<file path="config.mk">
export PLATFORM = sky130hd
export DESIGN_NAME = id3_text_frame_rewriter_flat
export DESIGN_NICKNAME = d
export VERILOG_FILES = /design/src/rtl/id3_pkg.sv /design/src/rtl/id3_in_if.sv /design/src/rtl/id3_out_if.sv /design/src/rtl/id3_text_frame_rewriter.sv /design/src/flat_wrapper.sv
export SDC_FILE = /design/constraint.sdc
export NUM_CORES = 1
export LEC_CHECK = 0
export ABC_AREA = 1
export BUFFER_PORTS_ARGS = -buffer_cell sky130_fd_sc_hd__buf_2
export CORE_ASPECT_RATIO = 0.6
export CORE_MARGIN = 2
export CORE_UTILIZATION = 60
export DETAILED_ROUTE_END_ITERATION = 6
export PLACE_DENSITY = 0.78
export SYNTH_ARGS = -nofsm -noshare
export SYNTH_HDL_FRONTEND = slang
export SYNTH_SLANG_ARGS = --single-unit
</file>
<file path="constraint.sdc">
create_clock -name clk -period 2.6 [get_ports clk]
set_input_delay 0.13 -clock clk [delete_from_list [all_inputs] [get_ports clk]]
set_output_delay 0.13 -clock clk [all_outputs]
set_load 0.02 [all_outputs]
</file>
<file path="src/rtl/id3_pkg.sv">
package id3_pkg;

    // Field widths
    localparam int BYTE_W     = 8;
    localparam int WORD_W     = 64;
    localparam int SIZE_W     = 32;
    localparam int HDR_CNT_W  = 2;
    localparam int SIZE_CNT_W = 2;
    localparam int TEXT_WORDS = 4;
    localparam int TEXT_BYTES = TEXT_WORDS * WORD_W / BYTE_W;
    localparam int TEXT_SEL_W = $clog2(TEXT_BYTES);

    // Configuration port
    localparam int CFG_IDX_W = 3;
    localparam logic [CFG_IDX_W-1:0] REG_FRAME_BEGIN = 3'd0;
    localparam logic [CFG_IDX_W-1:0] REG_FRAME_END   = 3'd1;
    localparam logic [CFG_IDX_W-1:0] REG_TEXT_WORD0  = 3'd2;
    localparam logic [CFG_IDX_W-1:0] REG_TEXT_WORD1  = 3'd3;
    localparam logic [CFG_IDX_W-1:0] REG_TEXT_WORD2  = 3'd4;
    localparam logic [CFG_IDX_W-1:0] REG_TEXT_WORD3  = 3'd5;

    // Reset values of the match characters ('T' and '2')
    localparam logic [BYTE_W-1:0] FRAME_BEGIN_RST = 8'h54;
    localparam logic [BYTE_W-1:0] FRAME_END_RST   = 8'h32;

    // Last index of the size field and of the header bytes
    localparam logic [SIZE_CNT_W-1:0] SIZE_LAST = 2'd3;
    localparam logic [HDR_CNT_W-1:0]  HDR_LAST  = 2'd2;

    typedef enum logic [2:0] {
        PH_SEARCH  = 3'd0,
        PH_SIZE    = 3'd1,
        PH_HEADER  = 3'd2,
        PH_REPLACE = 3'd3,
        PH_PASS    = 3'd4
    } phase_t;

endpackage

</file>
<file path="src/rtl/id3_in_if.sv">
interface id3_in_if;
    logic                      valid;
    logic                      ready;
    logic [id3_pkg::BYTE_W-1:0] in_byte;
    logic                      end_of_file;

    modport source (output valid, output in_byte, output end_of_file, input ready);
    modport sink   (input valid, input in_byte, input end_of_file, output ready);
endinterface

</file>
<file path="src/rtl/id3_out_if.sv">
interface id3_out_if;
    logic                      valid;
    logic                      ready;
    logic [id3_pkg::BYTE_W-1:0] out_byte;
    logic                      out_last;

    modport source (output valid, output out_byte, output out_last, input ready);
    modport sink   (input valid, input out_byte, input out_last, output ready);
endinterface

</file>
<file path="src/rtl/id3_text_frame_rewriter.sv">
// Byte stream rewriter for one ID3v2.3 text frame. Each input byte yields one
// output byte, one transaction per clock: the phase update and the byte select
// sit between the input handshake and a single output register, so a new byte
// is taken every cycle while the output side takes its results (input ready is
// held only while the output register is full and stalled). A result is held in
// the output register from the cycle after its byte is taken.
// Bytes pass through
// until frame_begin then frame_end are seen; the four size bytes and three
// header bytes pass through, then size-1 bytes are replaced by the configured
// text (zero padded), then the rest passes. A byte with end_of_file set is
// marked out_last and returns the matcher to its search phase. Configuration
// writes (match characters, four 64-bit text words) must be made while idle.
module id3_text_frame_rewriter #(
    parameter int MAX_TEXT = 32
) (
    input  logic                          clk,
    input  logic                          rst_n,
    input  logic                          cfg_we,
    input  logic [id3_pkg::CFG_IDX_W-1:0] cfg_index,
    input  logic [id3_pkg::WORD_W-1:0]    cfg_data,
    id3_in_if.sink                        in_ch,
    id3_out_if.source                     out_ch
);

    localparam int IDX_W = $clog2(MAX_TEXT + 1);

    // Configuration registers
    logic [id3_pkg::BYTE_W-1:0] frame_begin_reg;
    logic [id3_pkg::BYTE_W-1:0] frame_end_reg;
    logic [id3_pkg::TEXT_BYTES*id3_pkg::BYTE_W-1:0] text_reg;

    // Matcher state
    id3_pkg::phase_t                phase_reg, phase_next;
    logic                           armed_reg, armed_next;
    logic [id3_pkg::SIZE_CNT_W-1:0] size_count_reg, size_count_next;
    logic [id3_pkg::SIZE_W-1:0]     frame_size_reg, frame_size_next;
    logic [id3_pkg::HDR_CNT_W-1:0]  header_count_reg, header_count_next;
    logic [IDX_W-1:0]               text_index_reg, text_index_next;
    logic                           text_ended_reg, text_ended_next;

    // Output register
    logic                       out_valid_reg;
    logic [id3_pkg::BYTE_W-1:0] out_byte_reg, out_byte_next;
    logic                       out_last_reg;

    logic                           accept;
    logic                           now_armed;
    logic [id3_pkg::SIZE_W-1:0]     size_shift;
    logic [id3_pkg::SIZE_W-1:0]     size_dec;
    logic [id3_pkg::TEXT_SEL_W-1:0] text_sel;
    logic [id3_pkg::BYTE_W-1:0]     text_char;
    logic [id3_pkg::BYTE_W-1:0]     repl_char;

    assign in_ch.ready     = !out_valid_reg || out_ch.ready;
    assign accept          = in_ch.valid && in_ch.ready;
    assign out_ch.valid    = out_valid_reg;
    assign out_ch.out_byte = out_byte_reg;
    assign out_ch.out_last = out_last_reg;

    // Configuration writes; indexes beyond the list are ignored
    always_ff @(posedge clk or negedge rst_n)
    begin
        if (!rst_n)
        begin
            frame_begin_reg <= id3_pkg::FRAME_BEGIN_RST;
            frame_end_reg   <= id3_pkg::FRAME_END_RST;
            text_reg        <= '0;
        end
        else if (cfg_we)
        begin
            unique case (cfg_index)
                id3_pkg::REG_FRAME_BEGIN: frame_begin_reg <= cfg_data[id3_pkg::BYTE_W-1:0];
                id3_pkg::REG_FRAME_END:   frame_end_reg   <= cfg_data[id3_pkg::BYTE_W-1:0];
                id3_pkg::REG_TEXT_WORD0:  text_reg[0*id3_pkg::WORD_W +: id3_pkg::WORD_W] <= cfg_data;
                id3_pkg::REG_TEXT_WORD1:  text_reg[1*id3_pkg::WORD_W +: id3_pkg::WORD_W] <= cfg_data;
                id3_pkg::REG_TEXT_WORD2:  text_reg[2*id3_pkg::WORD_W +: id3_pkg::WORD_W] <= cfg_data;
                id3_pkg::REG_TEXT_WORD3:  text_reg[3*id3_pkg::WORD_W +: id3_pkg::WORD_W] <= cfg_data;
                default: ;
            endcase
        end
    end

    // Shared datapath terms
    assign now_armed  = armed_reg || (in_ch.in_byte == frame_begin_reg);
    assign size_shift = {frame_size_reg[id3_pkg::SIZE_W-id3_pkg::BYTE_W-1:0], in_ch.in_byte};
    assign size_dec   = frame_size_reg - id3_pkg::SIZE_W'(1);
    assign text_sel   = id3_pkg::TEXT_SEL_W'(text_index_reg);
    assign text_char  = text_reg[text_sel*id3_pkg::BYTE_W +: id3_pkg::BYTE_W];
    assign repl_char  = (!text_ended_reg && (text_index_reg < IDX_W'(MAX_TEXT)))
                        ? text_char : '0;

    // Next state
    always_comb
    begin
        phase_next        = phase_reg;
        armed_next        = armed_reg;
        size_count_next   = size_count_reg;
        frame_size_next   = frame_size_reg;
        header_count_next = header_count_reg;
        text_index_next   = text_index_reg;
        text_ended_next   = text_ended_reg;

        unique case (phase_reg)
            id3_pkg::PH_SEARCH:
            begin
                if (now_armed && (in_ch.in_byte == frame_end_reg))
                begin
                    armed_next      = 1'b0;
                    phase_next      = id3_pkg::PH_SIZE;
                    size_count_next = '0;
                    frame_size_next = '0;
                end
                else
                begin
                    armed_next = now_armed;
                end
            end
            id3_pkg::PH_SIZE:
            begin
                if (size_count_reg >= id3_pkg::SIZE_LAST)
                begin
                    size_count_next   = '0;
                    frame_size_next   = (size_shift >= id3_pkg::SIZE_W'(2))
                                        ? size_shift - id3_pkg::SIZE_W'(1) : '0;
                    header_count_next = '0;
                    phase_next        = id3_pkg::PH_HEADER;
                end
                else
                begin
                    size_count_next = size_count_reg + id3_pkg::SIZE_CNT_W'(1);
                    frame_size_next = size_shift;
                end
            end
            id3_pkg::PH_HEADER:
            begin
                if (header_count_reg >= id3_pkg::HDR_LAST)
                begin
                    header_count_next = '0;
                    text_index_next   = '0;
                    text_ended_next   = 1'b0;
                    phase_next        = (frame_size_reg != '0)
                                        ? id3_pkg::PH_REPLACE : id3_pkg::PH_PASS;
                end
                else
                begin
                    header_count_next = header_count_reg + id3_pkg::HDR_CNT_W'(1);
                end
            end
            id3_pkg::PH_REPLACE:
            begin
                if (repl_char == '0)
                    text_ended_next = 1'b1;
                else
                    text_index_next = text_index_reg + IDX_W'(1);
                frame_size_next = size_dec;
                if (size_dec == '0)
                    phase_next = id3_pkg::PH_PASS;
            end
            default: ;
        endcase

        // End of file: back to the search phase
        if (in_ch.end_of_file)
        begin
            phase_next        = id3_pkg::PH_SEARCH;
            armed_next        = 1'b0;
            size_count_next   = '0;
            frame_size_next   = '0;
            header_count_next = '0;
            text_index_next   = '0;
            text_ended_next   = 1'b0;
        end
    end

    // Output byte select
    always_comb
    begin
        unique case (phase_reg)
            id3_pkg::PH_REPLACE: out_byte_next = repl_char;
            default:             out_byte_next = in_ch.in_byte;
        endcase
    end

    // State and output registers
    always_ff @(posedge clk or negedge rst_n)
    begin
        if (!rst_n)
        begin
            phase_reg        <= id3_pkg::PH_SEARCH;
            armed_reg        <= 1'b0;
            size_count_reg   <= '0;
            frame_size_reg   <= '0;
            header_count_reg <= '0;
            text_index_reg   <= '0;
            text_ended_reg   <= 1'b0;
            out_valid_reg    <= 1'b0;
        end
        else
        begin
            if (accept)
            begin
                phase_reg        <= phase_next;
                armed_reg        <= armed_next;
                size_count_reg   <= size_count_next;
                frame_size_reg   <= frame_size_next;
                header_count_reg <= header_count_next;
                text_index_reg   <= text_index_next;
                text_ended_reg   <= text_ended_next;
                out_valid_reg    <= 1'b1;
            end
            else if (out_ch.ready)
            begin
                out_valid_reg <= 1'b0;
            end
        end
    end

    // Output payload
    always_ff @(posedge clk)
    begin
        if (accept)
        begin
            out_byte_reg <= out_byte_next;
            out_last_reg <= in_ch.end_of_file;
        end
    end

endmodule

</file>
<file path="src/flat_wrapper.sv">
// flat-port wrapper written by rule: the top's interface ports become plain ports
module id3_text_frame_rewriter_flat 
#(
    parameter int MAX_TEXT = 32
)
  (clk, rst_n, cfg_we, cfg_index, cfg_data, in_ch_valid, in_ch_in_byte, in_ch_end_of_file, in_ch_ready, out_ch_valid, out_ch_out_byte, out_ch_out_last, out_ch_ready);
  id3_in_if in_ch_i ();
  id3_out_if out_ch_i ();
  input  logic clk;
  input  logic rst_n;
  input  logic cfg_we;
  input  logic [id3_pkg::CFG_IDX_W-1:0] cfg_index;
  input  logic [id3_pkg::WORD_W-1:0] cfg_data;
  input wire logic [$bits(in_ch_i.valid)-1:0] in_ch_valid;
  input wire logic [$bits(in_ch_i.in_byte)-1:0] in_ch_in_byte;
  input wire logic [$bits(in_ch_i.end_of_file)-1:0] in_ch_end_of_file;
  output wire logic [$bits(in_ch_i.ready)-1:0] in_ch_ready;
  output wire logic [$bits(out_ch_i.valid)-1:0] out_ch_valid;
  output wire logic [$bits(out_ch_i.out_byte)-1:0] out_ch_out_byte;
  output wire logic [$bits(out_ch_i.out_last)-1:0] out_ch_out_last;
  input wire logic [$bits(out_ch_i.ready)-1:0] out_ch_ready;
  assign in_ch_i.valid = in_ch_valid;
  assign in_ch_i.in_byte = in_ch_in_byte;
  assign in_ch_i.end_of_file = in_ch_end_of_file;
  assign in_ch_ready = in_ch_i.ready;
  assign out_ch_valid = out_ch_i.valid;
  assign out_ch_out_byte = out_ch_i.out_byte;
  assign out_ch_out_last = out_ch_i.out_last;
  assign out_ch_i.ready = out_ch_ready;
  id3_text_frame_rewriter #(.MAX_TEXT(MAX_TEXT)) u_core (.clk(clk), .rst_n(rst_n), .cfg_we(cfg_we), .cfg_index(cfg_index), .cfg_data(cfg_data), .in_ch(in_ch_i), .out_ch(out_ch_i));
endmodule
</file>
==> flow_summary.yaml, run 1 <==
die:
  pin_count: 92
  rows: 47
  die_area_um2: 30000
  initial_core_util_pct: 61.6
  die_h_um: 135
  die_w_um: 222
  core_area_um2: 27800
grt:
  grt_overflow: 0
  grt_pass1_wl_um: 89500
  grt_antenna_before_repair: 1
  grt_max_degree: 129
  grt_pass1_vias: 15300
  grt_util_all_layers_pct: 38.8
setup_path:
  cp-startpoint: "u_core.frame_size_reg[0]"
  cp.required_ps: 3040
  reg2reg_to: "u_core.frame_size_reg[17]"
  timing.critical_path.buf_inv: 3
  crit_end: "u_core.frame_size_reg[17]"
  r2r_start: "u_core.frame_size_reg[0]"
  slowest_stage: "dfrtp_1"
  worstRegToRegCells: 13
  r2r_setup_slack_ps: 110
  worstPathArrival_ps: 2930
  cp_top_family: "simple AND/OR/NAND/NOR gates"
  max_stage_delay_ps: 390
  path_class: "flop to flop"
  crit_path_max_fanout: 11
  crit_top_cell: "nand2_2"
  crit_path_end_kind: "flop"
  cp.depth: 13
  setup.worst_path.start_class: "flop"
  path_cells: "inv_1 -> ha_4 -> nand2_2 -> nor2_4 -> nand2_2 -> nor4_4 -> buf_4 -> nand3_1 -> nand2_2 -> buf_6 -> o21ai_0 -> nand2_1 -> o21ai_0"
clock_network:
  htree_num_levels: 1
  insertion_delay_ps: 580
  clockRootBuffer: "clkbuf_16"
  clk_pin_slew_ps: 70
  cts_sinks: 329
  cts_buffers: 30
  cts.path.max_buffers: 3
  tritoncts: "done"
placed_design:
  dp_slack_ps: -0.413
  port_buffers: 91
  dpl_cell_area_um2: 18300
  hpwlAfterDp_um: 39600
  gp_congestion: 1.08
synthesis:
  yosysMostFrequentCell: "nand2_1"
  synth-simple-area-share_pct: 31.3
  synth-xor-area-share_pct: 2.15
  synth-seq-area-share_pct: 48.3
  synth_area_um2: 17100
  ys_seq_elements: 329
  synth-adder-area-share_pct: 0.438
  yosysWarningCount: 0
  synth_compound_area_share_pct: 10.8
  yosys-mux-area-fraction_pct: 0
  synth_commonest_cells: "nand2_1, o21ai_0, dfrtp_1"
  synth.top_cell.area_share_pct: 45.8
  synth_top_family_by_area: "simple AND/OR/NAND/NOR gates"
  synth_top_flop_cell: "dfrtp_1"
  async_reset_ff_share_pct: 97.3
  synth_edf_count: 9
  syn_avg_cell_area_um2: 7.40
  synth_area_leaders: "dfrtp_1, nand2_1, o21ai_0"
  synth_cell_types: 38
  synth_cells: 2317
  syn-num-nets: 2404
  yosysTopAreaCell: "dfrtp_1"
power:
  peakVddDrop_uv: 606
  p_total_mw: 20.1
  leakagePower_nw: 10.0
  p_per_area_nw_per_um2: 1000
final_layout:
  nets: 2546
  layout-drive-gt1-share_pct: 11.3
  final_core_util_pct: 72.2
  largest_reg_flops: 256
  insertedDiodeCount: 0
  synthToLayoutAreaGrowth_pct: 17.1
  final_cell_area_um2: 20100
run:
  cap_violations: 0
sta:
  maxSlewViolCount: 0
  max_freq_mhz: 401
  skew_ps: 11.1
  slew_headroom_pct: 50.5
  finalSetupViolCount: 0
  period_needed_ps: 2490
  fin_ws_ps: 107
  tightest_slew_ps: 743
  timing.final.crit_share_pct: 95.9
  finalHoldViolations: 0
detailed_routing:
  via_per_inst: 5.93
  num_vias: 16900
  drcViolationCount: 1
  wirelength_um: 57200
  wire_per_inst_um: 20.1
  firstDrtPassIters: 7
  ant_nets: 0
  drt_iter0_drc: 2822
min_path:
  min_path_type: "input port to flop"
status:
  violations: "DRC"
  outcome: "complete, but fails checks"
==> worst min-delay path by stage <==
| stage | start | endpoint | slack [ps] | cells after the start |
|---|---|---|---|---|
| finish | in_ch_in_byte[0] | u_core.out_ch.out_byte[0] | 20 | 3 |
| global route | in_ch_in_byte[0] | u_core.out_ch.out_byte[0] | 50 | 3 |
| CTS | in_ch_in_byte[0] | u_core.out_ch.out_byte[0] | 2 | 3 |
| detailed placement | rst_n | u_core.text_reg[36] | 190 | 1 |
| global placement | rst_n | u_core.text_reg[36] | 180 | 1 |
| floorplan | rst_n | u_core.armed_reg | -170 | 0 |
==> routing by layer <==
metal	global-route usage [%]	up-vias	wire, um
met2	49.4	1137	21600
met5	0	-	13
met3	13.4	101	8730
met4	7.43	2	1090
met1	62.5	7888	25700
li1	-	7742	-
==> where the power goes <==
group	internal [mW]	switching [mW]	total (mW)
clock network	2.48	2.02	4.50
logic	2.99	5.84	8.83
registers	6.11	0.677	6.79
total	11.6	8.54	20.1
==> worst register-to-register path: stages (launching register included) <==
cell     delay, ps
dfrtp_1        390
inv_1          120
ha_4           180
nand2_2        110
nor2_4         200
nand2_2        100
nor4_4         370
buf_4          190
nand3_1         70
nand2_2        120
buf_6          190
o21ai_0        170
nand2_1        100
o21ai_0         80
==> stage by stage <==
stage | cells | hold WS, ps | TNS (ps)
after floorplan | 2317 | -166 | 0
after global placement | 2721 | 185 | 0
after detailed placement | 2721 | 191 | -0.413
after CTS | 2844 | 2.44 | 0
after global routing | 2845 | 50.1 | -2.34
final | 2845 | 18.2 | 0
==> cell usage in the layout (no fill, tap or decap), types with 12 or more instances in the layout <==
| cell type | n |
|---|---|
| nand3_1 | 257 |
| buf_4 | 55 |
| a21oi_1 | 18 |
| nor2_2 | 14 |
| clkbuf_16 | 32 |
| xor2_1 | 29 |
| xnor2_1 | 12 |
| buf_12 | 18 |
| buf_2 | 90 |
| nor2_1 | 121 |
| nand4_1 | 13 |
| dfrtp_1 | 311 |
| o21ai_0 | 324 |
| dlygate4sd3_1 | 72 |
| nand2_1 | 838 |
| inv_1 | 142 |
==> area by class of cell <==
cell class              count  area [um2]
repair buffers            238        1980
flip-flops and latches    329        8290
multi-input cells        1707        7790
clock buffers              38         843
fillers                  2202        7740
clock inverters            13         124
well taps                 367         459
inverters                 153         578
==> timing repair <==
item,CTS,global route
pin swaps,0,2
hold buffers,72,0
hold endpoints to repair,340,0
resized for setup,1,27
setup buffers,0,1
endpoints found under the setup margin,1,30
==> cell families (layout without fill, tap and decap cells) <==
kind of cell / count (synthesis) / after routing
and+or+nand+nor: 1294 / 1294
AOI/OAI and AO/OA: 365 / 365
DFF: 329 / 329
buffers and inverters: 281 / 442
xor gates and xnor gates: 42 / 42
adders and majority gates: 6 / 6
Power figures use the tool's default switching activity.
==> run 2, diff against run 1 <==
- CAP_MARGIN: default -> 10
- CORE_UTILIZATION: 60 -> 36
- PLACE_DENSITY: 0.78 -> default
==> flow_summary.yaml, run 2 (synthesis results as in run 1) <==
detailed_routing:
  via_per_inst: 5.24
  drt_iter0_drc: 2024
  firstDrtPassIters: 6
  ant_nets: 0
  num_vias: 16300
  drcViolationCount: 0
  wirelength_um: 59300
  wire_per_inst_um: 19.1
power:
  leakagePower_nw: 10.1
  swShare_pct: 40.5
  p_per_area_nw_per_um2: 1030
  clock_power_share_pct: 26.3
  peakVddDrop_uv: 564
  power.switching_mw: 8.61
  p_int_mw: 12.6
  power_frac_comb_pct: 41.7
  seqPwrFrac_pct: 32.0
min_path:
  min_path_type: "input port to flop"
clock_network:
  clk_pin_slew_ps: 70
  clockRootBuffer: "clkbuf_16"
  cts_buffers: 36
  tritoncts: "done"
  htree_num_levels: 2
  cts.path.max_buffers: 3
  insertion_delay_ps: 540
  cts_sinks: 329
setup_path:
  path_cells: "inv_1 -> ha_4 -> nand2_2 -> nor2_4 -> nand2_2 -> nor4_4 -> buf_4 -> nand3_1 -> nand2_2 -> inv_4 -> buf_4 -> nand2_1 -> nand2_1 -> nand2_1 -> o21ai_0"
  cp-startpoint: "u_core.frame_size_reg[0]"
  reg2reg_to: "u_core.frame_size_reg[6]"
  slowest_stage: "dfrtp_1"
  worstRegToRegCells: 15
  path_class: "flop to flop"
  crit_path_end_kind: "flop"
  crit_end: "u_core.frame_size_reg[6]"
  setup.worst_path.start_class: "flop"
  cp.required_ps: 3020
  crit_path_max_fanout: 12
  max_stage_delay_ps: 380
  r2r_start: "u_core.frame_size_reg[0]"
  r2r_setup_slack_ps: 140
  worstPathArrival_ps: 2870
sta:
  period_needed_ps: 2460
  rsz0062_at_grt: "yes"
  skew_ps: 17.9
  finalHoldViolations: 0
  maxSlewViolCount: 0
  slew_headroom_pct: 55.7
  finalSetupViolCount: 0
  fin_ws_ps: 144
  timing.final.crit_share_pct: 94.4
  max_freq_mhz: 407
  tightest_slew_ps: 665
placed_design:
  hpwlAfterDp_um: 41900
  dp.cells: 2980
  port_buffers: 91
  dpl_cell_area_um2: 18500
  gp_congestion: 0.958
  dp_slack_ps: 3.77
grt:
  grt_pass1_wl_um: 91300
  grt_pass1_vias: 14900
  grt_util_all_layers_pct: 23.8
  grt_antenna_before_repair: 1
  grt_overflow: 0
  grt_max_degree: 129
die:
  rows: 61
  initial_core_util_pct: 36.8
  pin_count: 92
  core_area_um2: 46600
  die_area_um2: 49500
  die_w_um: 286
  die_h_um: 173
run:
  cap_violations: 0
final_layout:
  nets: 2540
  fillers: 4725
  final_common_cell: "nand2_1"
  synthToLayoutAreaGrowth_pct: 19.9
  layout_common_cells: "nand2_1, o21ai_0, dfrtp_1"
  insertedDiodeCount: 0
  layout-drive-gt1-share_pct: 11.5
  final_cell_area_um2: 20600
  fin_cells: 3108
  largest_reg_flops: 256
  final_core_util_pct: 44.1
status:
  outcome: "finished clean"
-- run 2: changes by cell type in the layout (fill, tap and decap cells not counted), moves of 2 or more --
cell,previous run,this run
dlygate4sd3_1,72,62
clkbuf_16,32,39
clkinv_2,9,3
clkbuf_8,2,7
bufinv_16,2,5
buf_12,18,16
clkbuf_1,4,6
-- run 2: routing by layer --
layer	vias up	track usage (%)	part of all wire, %	wire (um)
li1	7733	-	-	-
met1	7757	38.5	49	29100
met2	723	29.6	37	21900
met3	66	8.23	12	7330
met4	0	4.69	1.7	1010
met5	-	0	0	0
-- run 2: how the worst min path moves through the flow --
stage	start	to	slack, ps	depth (start not counted)
floorplan	rst_n	u_core.armed_reg	-170	0
global placement	rst_n	u_core.text_reg[250]	150	1
detailed placement	rst_n	u_core.text_reg[186]	160	1
CTS	in_ch_in_byte[3]	u_core.out_ch.out_byte[3]	3	3
global route	cfg_data[9]	u_core.text_reg[9]	20	3
finish	cfg_data[9]	u_core.text_reg[9]	10	3
-- run 2: final cells by class --
class	count	area, um2	share of cell area (%)
clock inverter	12	206	1.00
tap	630	788	3.83
timing repair buffer	226	1860	9.03
multi-input combinational	1707	7770	37.8
sequential	329	8290	40.3
clock buffer	51	1070	5.20
inverter	153	579	2.82
-- run 2: critical path, delay by kind of cell (launching register included) --
family                   cells  cell delay (ps)
AND/OR/NAND/NOR              9             1160
buffers and inverters        4              530
flip-flops                   1              380
adder cells (fa/ha/maj)      1              160
AO/OA/AOI/OAI                1               80
-- run 2: power by group through the flow --
| stage | combinational [mW] | clock [mW] | sequential, mW |
|---|---|---|---|
| after floorplan | 5.35 | 0 | 6.67 |
| after global placement | 8.25 | 0 | 6.82 |
| after detailed placement | 8.27 | 0 | 6.84 |
| after CTS | 8.43 | 5.68 | 6.76 |
| after global routing | 9.86 | 5.89 | 6.90 |
| final | 8.87 | 5.58 | 6.80 |
-- run 2: what timing repair did --
item | 4_1_cts | 5_1_grt
pin swaps | 0 | 3
cloned | 0 | 1
resized for setup | 1 | 20
hold buffers | 62 | 0
endpoints found under the hold margin | 299 | 0
endpoints found under the setup margin | 2 | 28
setup buffers | 0 | 2
-- run 2: per-stage QoR --
stage | total power [mW] | setup TNS (ps) | hold slack [ps]
finish | 21.2 | 0 | 14.5
global route | 22.7 | -7.87 | 22.7
CTS | 20.9 | 0 | 3.43
detailed placement | 15.1 | 0 | 156
global placement | 15.1 | -1.15 | 153
floorplan | 12.0 | 0 | -166
